## src/sv/kha_pkg.sv

```systemverilog
// ----------------------------------------------------------------------------
// kha_pkg: shared definitions for the K-of-N hysteresis alarm
// Widths, register map codes and the configuration and result structures
// used by the register file, the evaluation core and the top level.
// ----------------------------------------------------------------------------
package kha_pkg;

   // Largest detection window, in items.
   localparam int MAX_WINDOW = 32;

   // Width of the window length, the thresholds and the counts.
   localparam int WIN_W = 6;

   // Width of the wrapping onset counter.
   localparam int ONSET_W = 32;

   // Configuration port geometry.
   localparam int ADDR_W = 4;
   localparam int DATA_W = 32;

   // Register byte addresses.
   localparam logic [ADDR_W-1:0] ADDR_WINDOW_LEN    = 4'h0;
   localparam logic [ADDR_W-1:0] ADDR_ON_THRESHOLD  = 4'h4;
   localparam logic [ADDR_W-1:0] ADDR_OFF_THRESHOLD = 4'h8;

   // Register reset values.
   localparam logic [WIN_W-1:0] RESET_WINDOW_LEN    = 6'd8;
   localparam logic [WIN_W-1:0] RESET_ON_THRESHOLD  = 6'd5;
   localparam logic [WIN_W-1:0] RESET_OFF_THRESHOLD = 6'd3;

   // Stream widths.
   localparam int REQ_TDATA_W = 8;
   localparam int RSP_TDATA_W = 48;

   // Configuration seen by the core.
   typedef struct packed {
      logic [WIN_W-1:0] window_len;
      logic [WIN_W-1:0] on_threshold;
      logic [WIN_W-1:0] off_threshold;
   } cfg_type;

   // One result; the last member sits in the lowest bits.
   typedef struct packed {
      logic [ONSET_W-1:0] onset_total;
      logic [WIN_W-1:0]   samples_seen;
      logic [WIN_W-1:0]   hit_count;
      logic               changed;
      logic               alarm_on;
   } result_type;

   localparam int RESULT_W = $bits(result_type);
   localparam int RSP_PAD_W = RSP_TDATA_W - RESULT_W;

endpackage

```

## src/sv/kha_csr.sv

```systemverilog
// ----------------------------------------------------------------------------
// kha_csr: configuration registers
// Holds the window length and the two thresholds behind an APB-style port.
// ----------------------------------------------------------------------------
module kha_csr (
   input  logic                        clock,
   input  logic                        reset,
   input  logic                        csr_psel,
   input  logic                        csr_penable,
   input  logic                        csr_pwrite,
   input  logic [kha_pkg::ADDR_W-1:0]  csr_paddr,
   input  logic [kha_pkg::DATA_W-1:0]  csr_pwdata,
   output logic [kha_pkg::DATA_W-1:0]  csr_prdata,
   output logic                        csr_pready,
   output kha_pkg::cfg_type            cfg
);

   logic [kha_pkg::WIN_W-1:0] window_len_ff;
   logic [kha_pkg::WIN_W-1:0] on_threshold_ff;
   logic [kha_pkg::WIN_W-1:0] off_threshold_ff;
   logic                      write_en;
   logic [kha_pkg::WIN_W-1:0] wdata;

   // The port never inserts wait states.
   assign csr_pready = 1'b1;
   assign write_en   = csr_psel && csr_penable && csr_pwrite && csr_pready;
   assign wdata      = csr_pwdata[kha_pkg::WIN_W-1:0];

   // Register writes; only the low bits of the data are kept.
   always_ff @(posedge clock) begin
      if (reset) begin
         window_len_ff    <= kha_pkg::RESET_WINDOW_LEN;
         on_threshold_ff  <= kha_pkg::RESET_ON_THRESHOLD;
         off_threshold_ff <= kha_pkg::RESET_OFF_THRESHOLD;
      end else if (write_en) begin
         unique case (csr_paddr)
            kha_pkg::ADDR_WINDOW_LEN:    window_len_ff    <= wdata;
            kha_pkg::ADDR_ON_THRESHOLD:  on_threshold_ff  <= wdata;
            kha_pkg::ADDR_OFF_THRESHOLD: off_threshold_ff <= wdata;
            default: ;
         endcase
      end
   end

   // Read mux; unmapped addresses read as zero.
   always_comb begin
      csr_prdata = '0;
      unique case (csr_paddr)
         kha_pkg::ADDR_WINDOW_LEN:
            csr_prdata = kha_pkg::DATA_W'(window_len_ff);
         kha_pkg::ADDR_ON_THRESHOLD:
            csr_prdata = kha_pkg::DATA_W'(on_threshold_ff);
         kha_pkg::ADDR_OFF_THRESHOLD:
            csr_prdata = kha_pkg::DATA_W'(off_threshold_ff);
         default:
            csr_prdata = '0;
      endcase
   end

   assign cfg.window_len    = window_len_ff;
   assign cfg.on_threshold  = on_threshold_ff;
   assign cfg.off_threshold = off_threshold_ff;

endmodule

```

## src/sv/kha_core.sv

```systemverilog
// ----------------------------------------------------------------------------
// kha_core: detection history and alarm evaluation
// Keeps the history, fill count, alarm state and onset counter, and works
// out the result of the registered input item in a single pass.
// ----------------------------------------------------------------------------
module kha_core (
   input  logic                 clock,
   input  logic                 reset,
   input  kha_pkg::cfg_type     cfg,
   input  logic                 fire,
   input  logic                 detected,
   output kha_pkg::result_type  result
);

   logic [kha_pkg::MAX_WINDOW-1:0] history_ff;
   logic [kha_pkg::MAX_WINDOW-1:0] history_in;
   logic [kha_pkg::WIN_W-1:0]      fill_ff;
   logic [kha_pkg::WIN_W-1:0]      fill_in;
   logic                           alarm_ff;
   logic                           alarm_in;
   logic [kha_pkg::ONSET_W-1:0]    onset_ff;
   logic [kha_pkg::ONSET_W-1:0]    onset_in;
   logic [kha_pkg::WIN_W-1:0]      win_eff;
   logic [kha_pkg::MAX_WINDOW-1:0] win_mask;
   logic [kha_pkg::WIN_W-1:0]      hits;

   // Population count of 32 bits as a five-level adder tree.
   function automatic logic [5:0] popcount32(input logic [31:0] v);
      logic [1:0] l1 [16];
      logic [2:0] l2 [8];
      logic [3:0] l3 [4];
      logic [4:0] l4 [2];
      for (int i = 0; i < 16; i++) l1[i] = {1'b0, v[2*i]} + {1'b0, v[2*i+1]};
      for (int i = 0; i < 8; i++)  l2[i] = {1'b0, l1[2*i]} + {1'b0, l1[2*i+1]};
      for (int i = 0; i < 4; i++)  l3[i] = {1'b0, l2[2*i]} + {1'b0, l2[2*i+1]};
      for (int i = 0; i < 2; i++)  l4[i] = {1'b0, l3[2*i]} + {1'b0, l3[2*i+1]};
      return {1'b0, l4[0]} + {1'b0, l4[1]};
   endfunction

   // The window is clamped to the history length.
   assign win_eff = (cfg.window_len > kha_pkg::WIN_W'(kha_pkg::MAX_WINDOW))
                  ? kha_pkg::WIN_W'(kha_pkg::MAX_WINDOW) : cfg.window_len;

   // Thermometer mask over the newest win_eff bits.
   always_comb begin
      for (int i = 0; i < kha_pkg::MAX_WINDOW; i++) begin
         win_mask[i] = (kha_pkg::WIN_W'(i) < win_eff);
      end
   end

   // Shift in the new bit, count hits and apply the hysteresis.
   always_comb begin
      history_in = {history_ff[kha_pkg::MAX_WINDOW-2:0], detected};
      fill_in    = (fill_ff < win_eff) ? fill_ff + 1'b1 : fill_ff;
      hits       = popcount32(history_in & win_mask);
      priority if (!alarm_ff && (hits >= cfg.on_threshold)) begin
         alarm_in = 1'b1;
         onset_in = onset_ff + 1'b1;
      end else if (alarm_ff && (hits < cfg.off_threshold)) begin
         alarm_in = 1'b0;
         onset_in = onset_ff;
      end else begin
         alarm_in = alarm_ff;
         onset_in = onset_ff;
      end
   end

   assign result.alarm_on     = alarm_in;
   assign result.changed      = alarm_in ^ alarm_ff;
   assign result.hit_count    = hits;
   assign result.samples_seen = fill_in;
   assign result.onset_total  = onset_in;

   // State advances once per transaction handed to the result register.
   always_ff @(posedge clock) begin
      if (reset) begin
         history_ff <= '0;
         fill_ff    <= '0;
         alarm_ff   <= 1'b0;
         onset_ff   <= '0;
      end else if (fire) begin
         history_ff <= history_in;
         fill_ff    <= fill_in;
         alarm_ff   <= alarm_in;
         onset_ff   <= onset_in;
      end
   end

   // The onset counter moves only with an off-to-on change.
   a_onset_step: assert property (@(posedge clock) disable iff (reset)
      fire |=> onset_ff == $past(onset_ff) + kha_pkg::ONSET_W'($past(result.changed
         && result.alarm_on)))
      else $error("onset counter out of step with alarm changes");

   // The stored alarm follows the reported one.
   a_alarm_follows: assert property (@(posedge clock) disable iff (reset)
      fire |=> alarm_ff == $past(result.alarm_on))
      else $error("alarm state differs from reported result");

   // Without a transaction the state holds.
   a_state_holds: assert property (@(posedge clock) disable iff (reset)
      !fire |=> $stable(history_ff) && $stable(fill_ff) && $stable(onset_ff))
      else $error("state changed without a transaction");

endmodule

```

## src/sv/k_of_n_hysteresis_alarm.sv

```systemverilog
// ----------------------------------------------------------------------------
// k_of_n_hysteresis_alarm: K-of-N detector with hysteresis
// Counts detections over a sliding window and raises or clears an alarm
// with separate on and off thresholds.
// ----------------------------------------------------------------------------
// The block takes one transaction per clock cycle unless stalled and returns
// one result per transaction, held first in the input register and then in
// the result register. The hit count, alarm decision and state update are
// worked out combinationally between these two registers, so back-pressure on
// the result side stalls the input side only once both registers are full.
// Thresholds and the window length are to be written by the user through the
// register port while no transaction is in flight; the block does not enforce it.
module k_of_n_hysteresis_alarm (
   input  logic                             clock,
   input  logic                             reset,
   // Request stream; tdata: [0] detected, [7:1] zero.
   input  logic                             req_tvalid,
   output logic                             req_tready,
   input  logic [kha_pkg::REQ_TDATA_W-1:0]  req_tdata,
   // Result stream; tdata: [0] alarm_on, [1] changed, [7:2] hit_count,
   // [13:8] samples_seen, [45:14] onset_total, [47:46] zero.
   output logic                             rsp_tvalid,
   input  logic                             rsp_tready,
   output logic [kha_pkg::RSP_TDATA_W-1:0]  rsp_tdata,
   // Register port.
   input  logic                             csr_psel,
   input  logic                             csr_penable,
   input  logic                             csr_pwrite,
   input  logic [kha_pkg::ADDR_W-1:0]       csr_paddr,
   input  logic [kha_pkg::DATA_W-1:0]       csr_pwdata,
   output logic [kha_pkg::DATA_W-1:0]       csr_prdata,
   output logic                             csr_pready
);

   kha_pkg::cfg_type    cfg;
   kha_pkg::result_type result;
   kha_pkg::result_type rsp_data_ff;
   logic                in_valid_ff;
   logic                in_detected_ff;
   logic                rsp_valid_ff;
   logic                advance;
   logic                req_accept;

   kha_csr u_csr (
      .clock       (clock),
      .reset       (reset),
      .csr_psel    (csr_psel),
      .csr_penable (csr_penable),
      .csr_pwrite  (csr_pwrite),
      .csr_paddr   (csr_paddr),
      .csr_pwdata  (csr_pwdata),
      .csr_prdata  (csr_prdata),
      .csr_pready  (csr_pready),
      .cfg         (cfg)
   );

   kha_core u_core (
      .clock    (clock),
      .reset    (reset),
      .cfg      (cfg),
      .fire     (advance),
      .detected (in_detected_ff),
      .result   (result)
   );

   // A transaction moves on when the result register is free or draining.
   assign advance    = in_valid_ff && (!rsp_valid_ff || rsp_tready);
   assign req_tready = !in_valid_ff || advance;
   assign req_accept = req_tvalid && req_tready;

   // Input register.
   always_ff @(posedge clock) begin
      if (reset) begin
         in_valid_ff <= 1'b0;
      end else if (req_accept) begin
         in_valid_ff <= 1'b1;
      end else if (advance) begin
         in_valid_ff <= 1'b0;
      end
   end

   always_ff @(posedge clock) begin
      if (req_accept) begin
         in_detected_ff <= req_tdata[0];
      end
   end

   // Result register.
   always_ff @(posedge clock) begin
      if (reset) begin
         rsp_valid_ff <= 1'b0;
      end else if (advance) begin
         rsp_valid_ff <= 1'b1;
      end else if (rsp_tready) begin
         rsp_valid_ff <= 1'b0;
      end
   end

   always_ff @(posedge clock) begin
      if (advance) begin
         rsp_data_ff <= result;
      end
   end

   assign rsp_tvalid = rsp_valid_ff;
   assign rsp_tdata  = {{kha_pkg::RSP_PAD_W{1'b0}}, rsp_data_ff};

   // Back-pressure reaches the input only when both registers are occupied.
   a_ready_when_room: assert property (@(posedge clock) disable iff (reset)
      !req_tready |-> in_valid_ff && rsp_valid_ff && !rsp_tready)
      else $error("input stalled with room in the pipeline");

   // A stalled result is not overwritten.
   a_no_overwrite: assert property (@(posedge clock) disable iff (reset)
      rsp_valid_ff && !rsp_tready |-> !advance)
      else $error("result register overwritten while stalled");

endmodule
```

## config.mk

```make
export PLATFORM = sky130hd
export DESIGN_NAME = k_of_n_hysteresis_alarm
export DESIGN_NICKNAME = d
export VERILOG_FILES = /design/src/sv/kha_pkg.sv /design/src/sv/kha_csr.sv /design/src/sv/kha_core.sv /design/src/sv/k_of_n_hysteresis_alarm.sv
export SDC_FILE = /design/constraint.sdc
export NUM_CORES = 1
export LEC_CHECK = 0
export ABC_AREA = 1
export BUFFER_PORTS_ARGS = -buffer_cell sky130_fd_sc_hd__buf_2
export CAP_MARGIN = 15
export CORE_MARGIN = 5
export CORE_UTILIZATION = 25
export DETAILED_ROUTE_END_ITERATION = 10
export PLACE_DENSITY = 0.43
export SLEW_MARGIN = 30
export SYNTH_ARGS = -nofsm -noshare
export SYNTH_HDL_FRONTEND = slang
export SYNTH_SLANG_ARGS = --single-unit
```

## constraint.sdc

```tcl
create_clock -name clock -period 11.6 [get_ports clock]
set_input_delay 1.74 -clock clock [delete_from_list [all_inputs] [get_ports clock]]
set_output_delay 1.74 -clock clock [all_outputs]
set_load 0.01 [all_outputs]
```

==> impl_metrics.ini <==
[timing]
maxClockFrequency_mhz = 122.9
final.setup_skew_ps = 10.87
setup_viol = 0
finalCritPeriodShare_pct = 70.12
hold_slack_ps = 488.9
worst_slew_pin_slew_ps = 766.6
grt_setup_unrepaired = false
max-slew-margin-rel_pct = 48.89
fin_setup_tns_ps = 0
period_minus_slack_ps = 8133
drv_slew = 0
hold_viol = 0

[layout]
seq_area_mm2 = 0.003213
nFillCells = 3516
fin_area_mm2 = 0.009296
syn_to_final_growth_pct = 15.27
nets = 1260
instances_no_fill = 1576
antenna_cells = 0
multiInputGateArea_mm2 = 0.004045
drive_above_1_share_pct = 10.82

[placement]
dp_hpwl_um = 15760
io_buffers = 71
dpl-instance-area_mm2 = 0.008720
place_inst = 1544
gp_congestion = 0.8507

[global_routing]
grt_pass1_wl_um = 35270
grt.total_usage_pct = 12.21
grt_pass1_vias = 6638
antenna_found_initial = 0
grt_remaining_overflow = 0
grt_max_degree = 68

[power_and_ir_drop]
power_mw = 1.285
p_leak_nw = 4.293
powerDensity_mw_per_mm2 = 138.2
vdd_drop_max_v = 0.0001030

[synth]
yosysUniqueCellTypes = 35
ys_seq_area_share_pct = 39.84
mappedNetlistArea_mm2 = 0.008065
avgSynthCellArea_um2 = 7.345
ys_ff_latch = 137
yosysWarnings = 0
postSynthCellCount = 1098

[routing]
vias = 6765
met1_length_um = 10910
avgViaCountPerCell = 4.293
drt_iter0_markers = 318
routed-wl-met3_um = 608
routed_wl_um = 21670
wl_per_cell_um = 13.75
drt-pass1-iter-count = 5
drc = 0
route.met2.wl_um = 9886
ant_nets = 0
highest_layer = met4

[critical_path]
cp.required_ps = 11910
worstSetupStartpointType = register
worstPathArrival_ps = 8450
cp_max_fo = 34
critPathKind = register to register
end_kind = register
cpPeakStageDelay_ps = 620
cp_slowest_cell = fa_1

[floorplan]
start_util_pct = 25.43
row_count = 65
die_x_um = 189.6
dieArea_mm2 = 0.03595
pin_count = 134
fp.dieH_um = 189.6
core_area_mm2 = 0.03172

[clock_network]
clockBufferDepth = 2
cts_buffers = 17
postCtsSetupBuffers = 0
clock_sinks = 137
insertion_delay_ps = 420
hold_buffers = 0
cts_tree = yes
post_cts_resized = 0
htreeDepth = 4
clkTransAtPathRegs_ps = 60
cts-root-buf = clkbuf_16

[outcome]
outcome = completed

[run]
max_cap_viol_count = 0

[worst_hold_path]
worstHoldPathType = register to register
==> worst max-delay path: cells and delay by family (launching register included) <==
kind	cells	cell delay [ps]
buffers and inverters	7	640
AND/OR/NAND/NOR	10	2150
adder cells (fa/ha/maj)	8	3730
AO/OA/AOI/OAI	4	1120
flip-flops	1	380
==> through the flow <==
stage | utilization, % | setup slack (ps)
global placement | 27.49 | 3563
CTS | 29.31 | 3457
detailed placement | 27.49 | 3488
floorplan | - | 4960
finish | 29.31 | 3467
global route | 29.31 | 2942
==> flip-flops by register name (all words and copies together), names as in the netlist, 6 cells and up <==
signal                  cells
u_core.history_ff          31
u_csr.window_len_ff         6
rsp_tdata                  46
u_core.onset_ff            32
u_core.fill_ff              6
u_csr.off_threshold_ff      6
u_csr.on_threshold_ff       6
==> cell families (layout without fill, tap and decap cells) <==
kind of cell | count (synthesis) | count (layout) | share of synthesized area [%]
AND/OR/NAND/NOR | 548 | 548 | 27.52
buffers and inverters | 209 | 258 | 11.29
flip-flops | 137 | 137 | 39.84
AO/OA/AOI/OAI | 133 | 133 | 9.293
adder cells (fa/ha/maj) | 48 | 48 | 9.680
XOR/XNOR | 21 | 21 | 2.281
other | 2 | 29 | 0.09312
==> cell usage in the layout, fill, tap and decap left out, drive strengths merged <==
master	n
nand3	86
xnor2	1
o311ai	1
o211ai	10
clkinv	9
clkbuf	17
o21bai	1
xor2	20
nand4	1
a21boi	4
fa	24
o21a	1
nor3	3
conb	29
a21oi	51
ha	24
clkinvlp	2
edfxtp	47
o221ai	6
bufinv	2
nand2	296
buf	76
inv	152
o21ai	58
dfxtp	90
a21o	1
nor2	161
and3	1
==> cells in the mapped netlist <==
library cell / n / area [um2]
nand2_1: 292 / 1096
nor2_1: 153 / 574.3
inv_1: 147 / 551.8
dfxtp_1: 90 / 1802
nand3_1: 86 / 430.4
o21ai_0: 55 / 275.3
a21oi_1: 50 / 250.2
edfxtp_1: 47 / 1411
buf_4: 32 / 240.2
fa_1: 24 / 480.5
ha_1: 24 / 300.3
xor2_1: 20 / 175.2
clkbuf_1: 16 / 60.06
o211ai_1: 10 / 75.07
nor2_2: 7 / 43.79
buf_1: 6 / 22.52
o221ai_1: 6 / 52.55
buf_2: 5 / 25.02
a21boi_0: 4 / 30.03
nand2_2: 4 / 25.02
inv_2: 3 / 11.26
conb_1: 2 / 7.510
nor3_1: 2 / 10.01
o21ai_1: 2 / 10.01
a21o_1: 1 / 7.510
a21oi_2: 1 / 8.760
and3_1: 1 / 6.260
nand4_1: 1 / 6.260
nor2_4: 1 / 11.26
nor3_4: 1 / 16.27
o21a_1: 1 / 7.510
o21ai_4: 1 / 16.27
o21bai_1: 1 / 7.510
o311ai_0: 1 / 8.760
xnor2_1: 1 / 8.760
==> per-layer routing <==
metal,vias up,GRT usage [%]
met5,-,0
met4,0,3.784
met3,18,1.780
met2,101,19.87
met1,3111,16.82
li1,3535,-
==> power by group <==
| part | switching [mW] | total (mW) | internal [mW] |
|---|---|---|---|
| clock network | 0.221 | 0.538 | 0.317 |
| logic | 0.126 | 0.191 | 0.0647 |
| registers | 0.0228 | 0.556 | 0.534 |
==> path summary, 6_finish.rpt <==
kind	start	endpoint	slack [ps]	depth (start not counted)
worst max-delay path	u_csr.window_len_ff[5]	u_core.alarm_ff	3470	29
worst min register to register	u_core.history_ff[14]	u_core.history_ff[15]	490	2
worst max register to register	u_csr.window_len_ff[5]	u_core.alarm_ff	3470	29
worst min-delay path	u_core.history_ff[14]	u_core.history_ff[15]	490	2
==> area by class of cell <==
type,instances,area share (%)
clock inverter,15,1.629
timing repair buffer,76,4.226
clock buffer,17,4.576
tap,402,5.410
sequential,137,34.56
inverter,150,6.083
multi-input combinational,779,43.51
No activity file was read; power rests on OpenSTA's default activity.
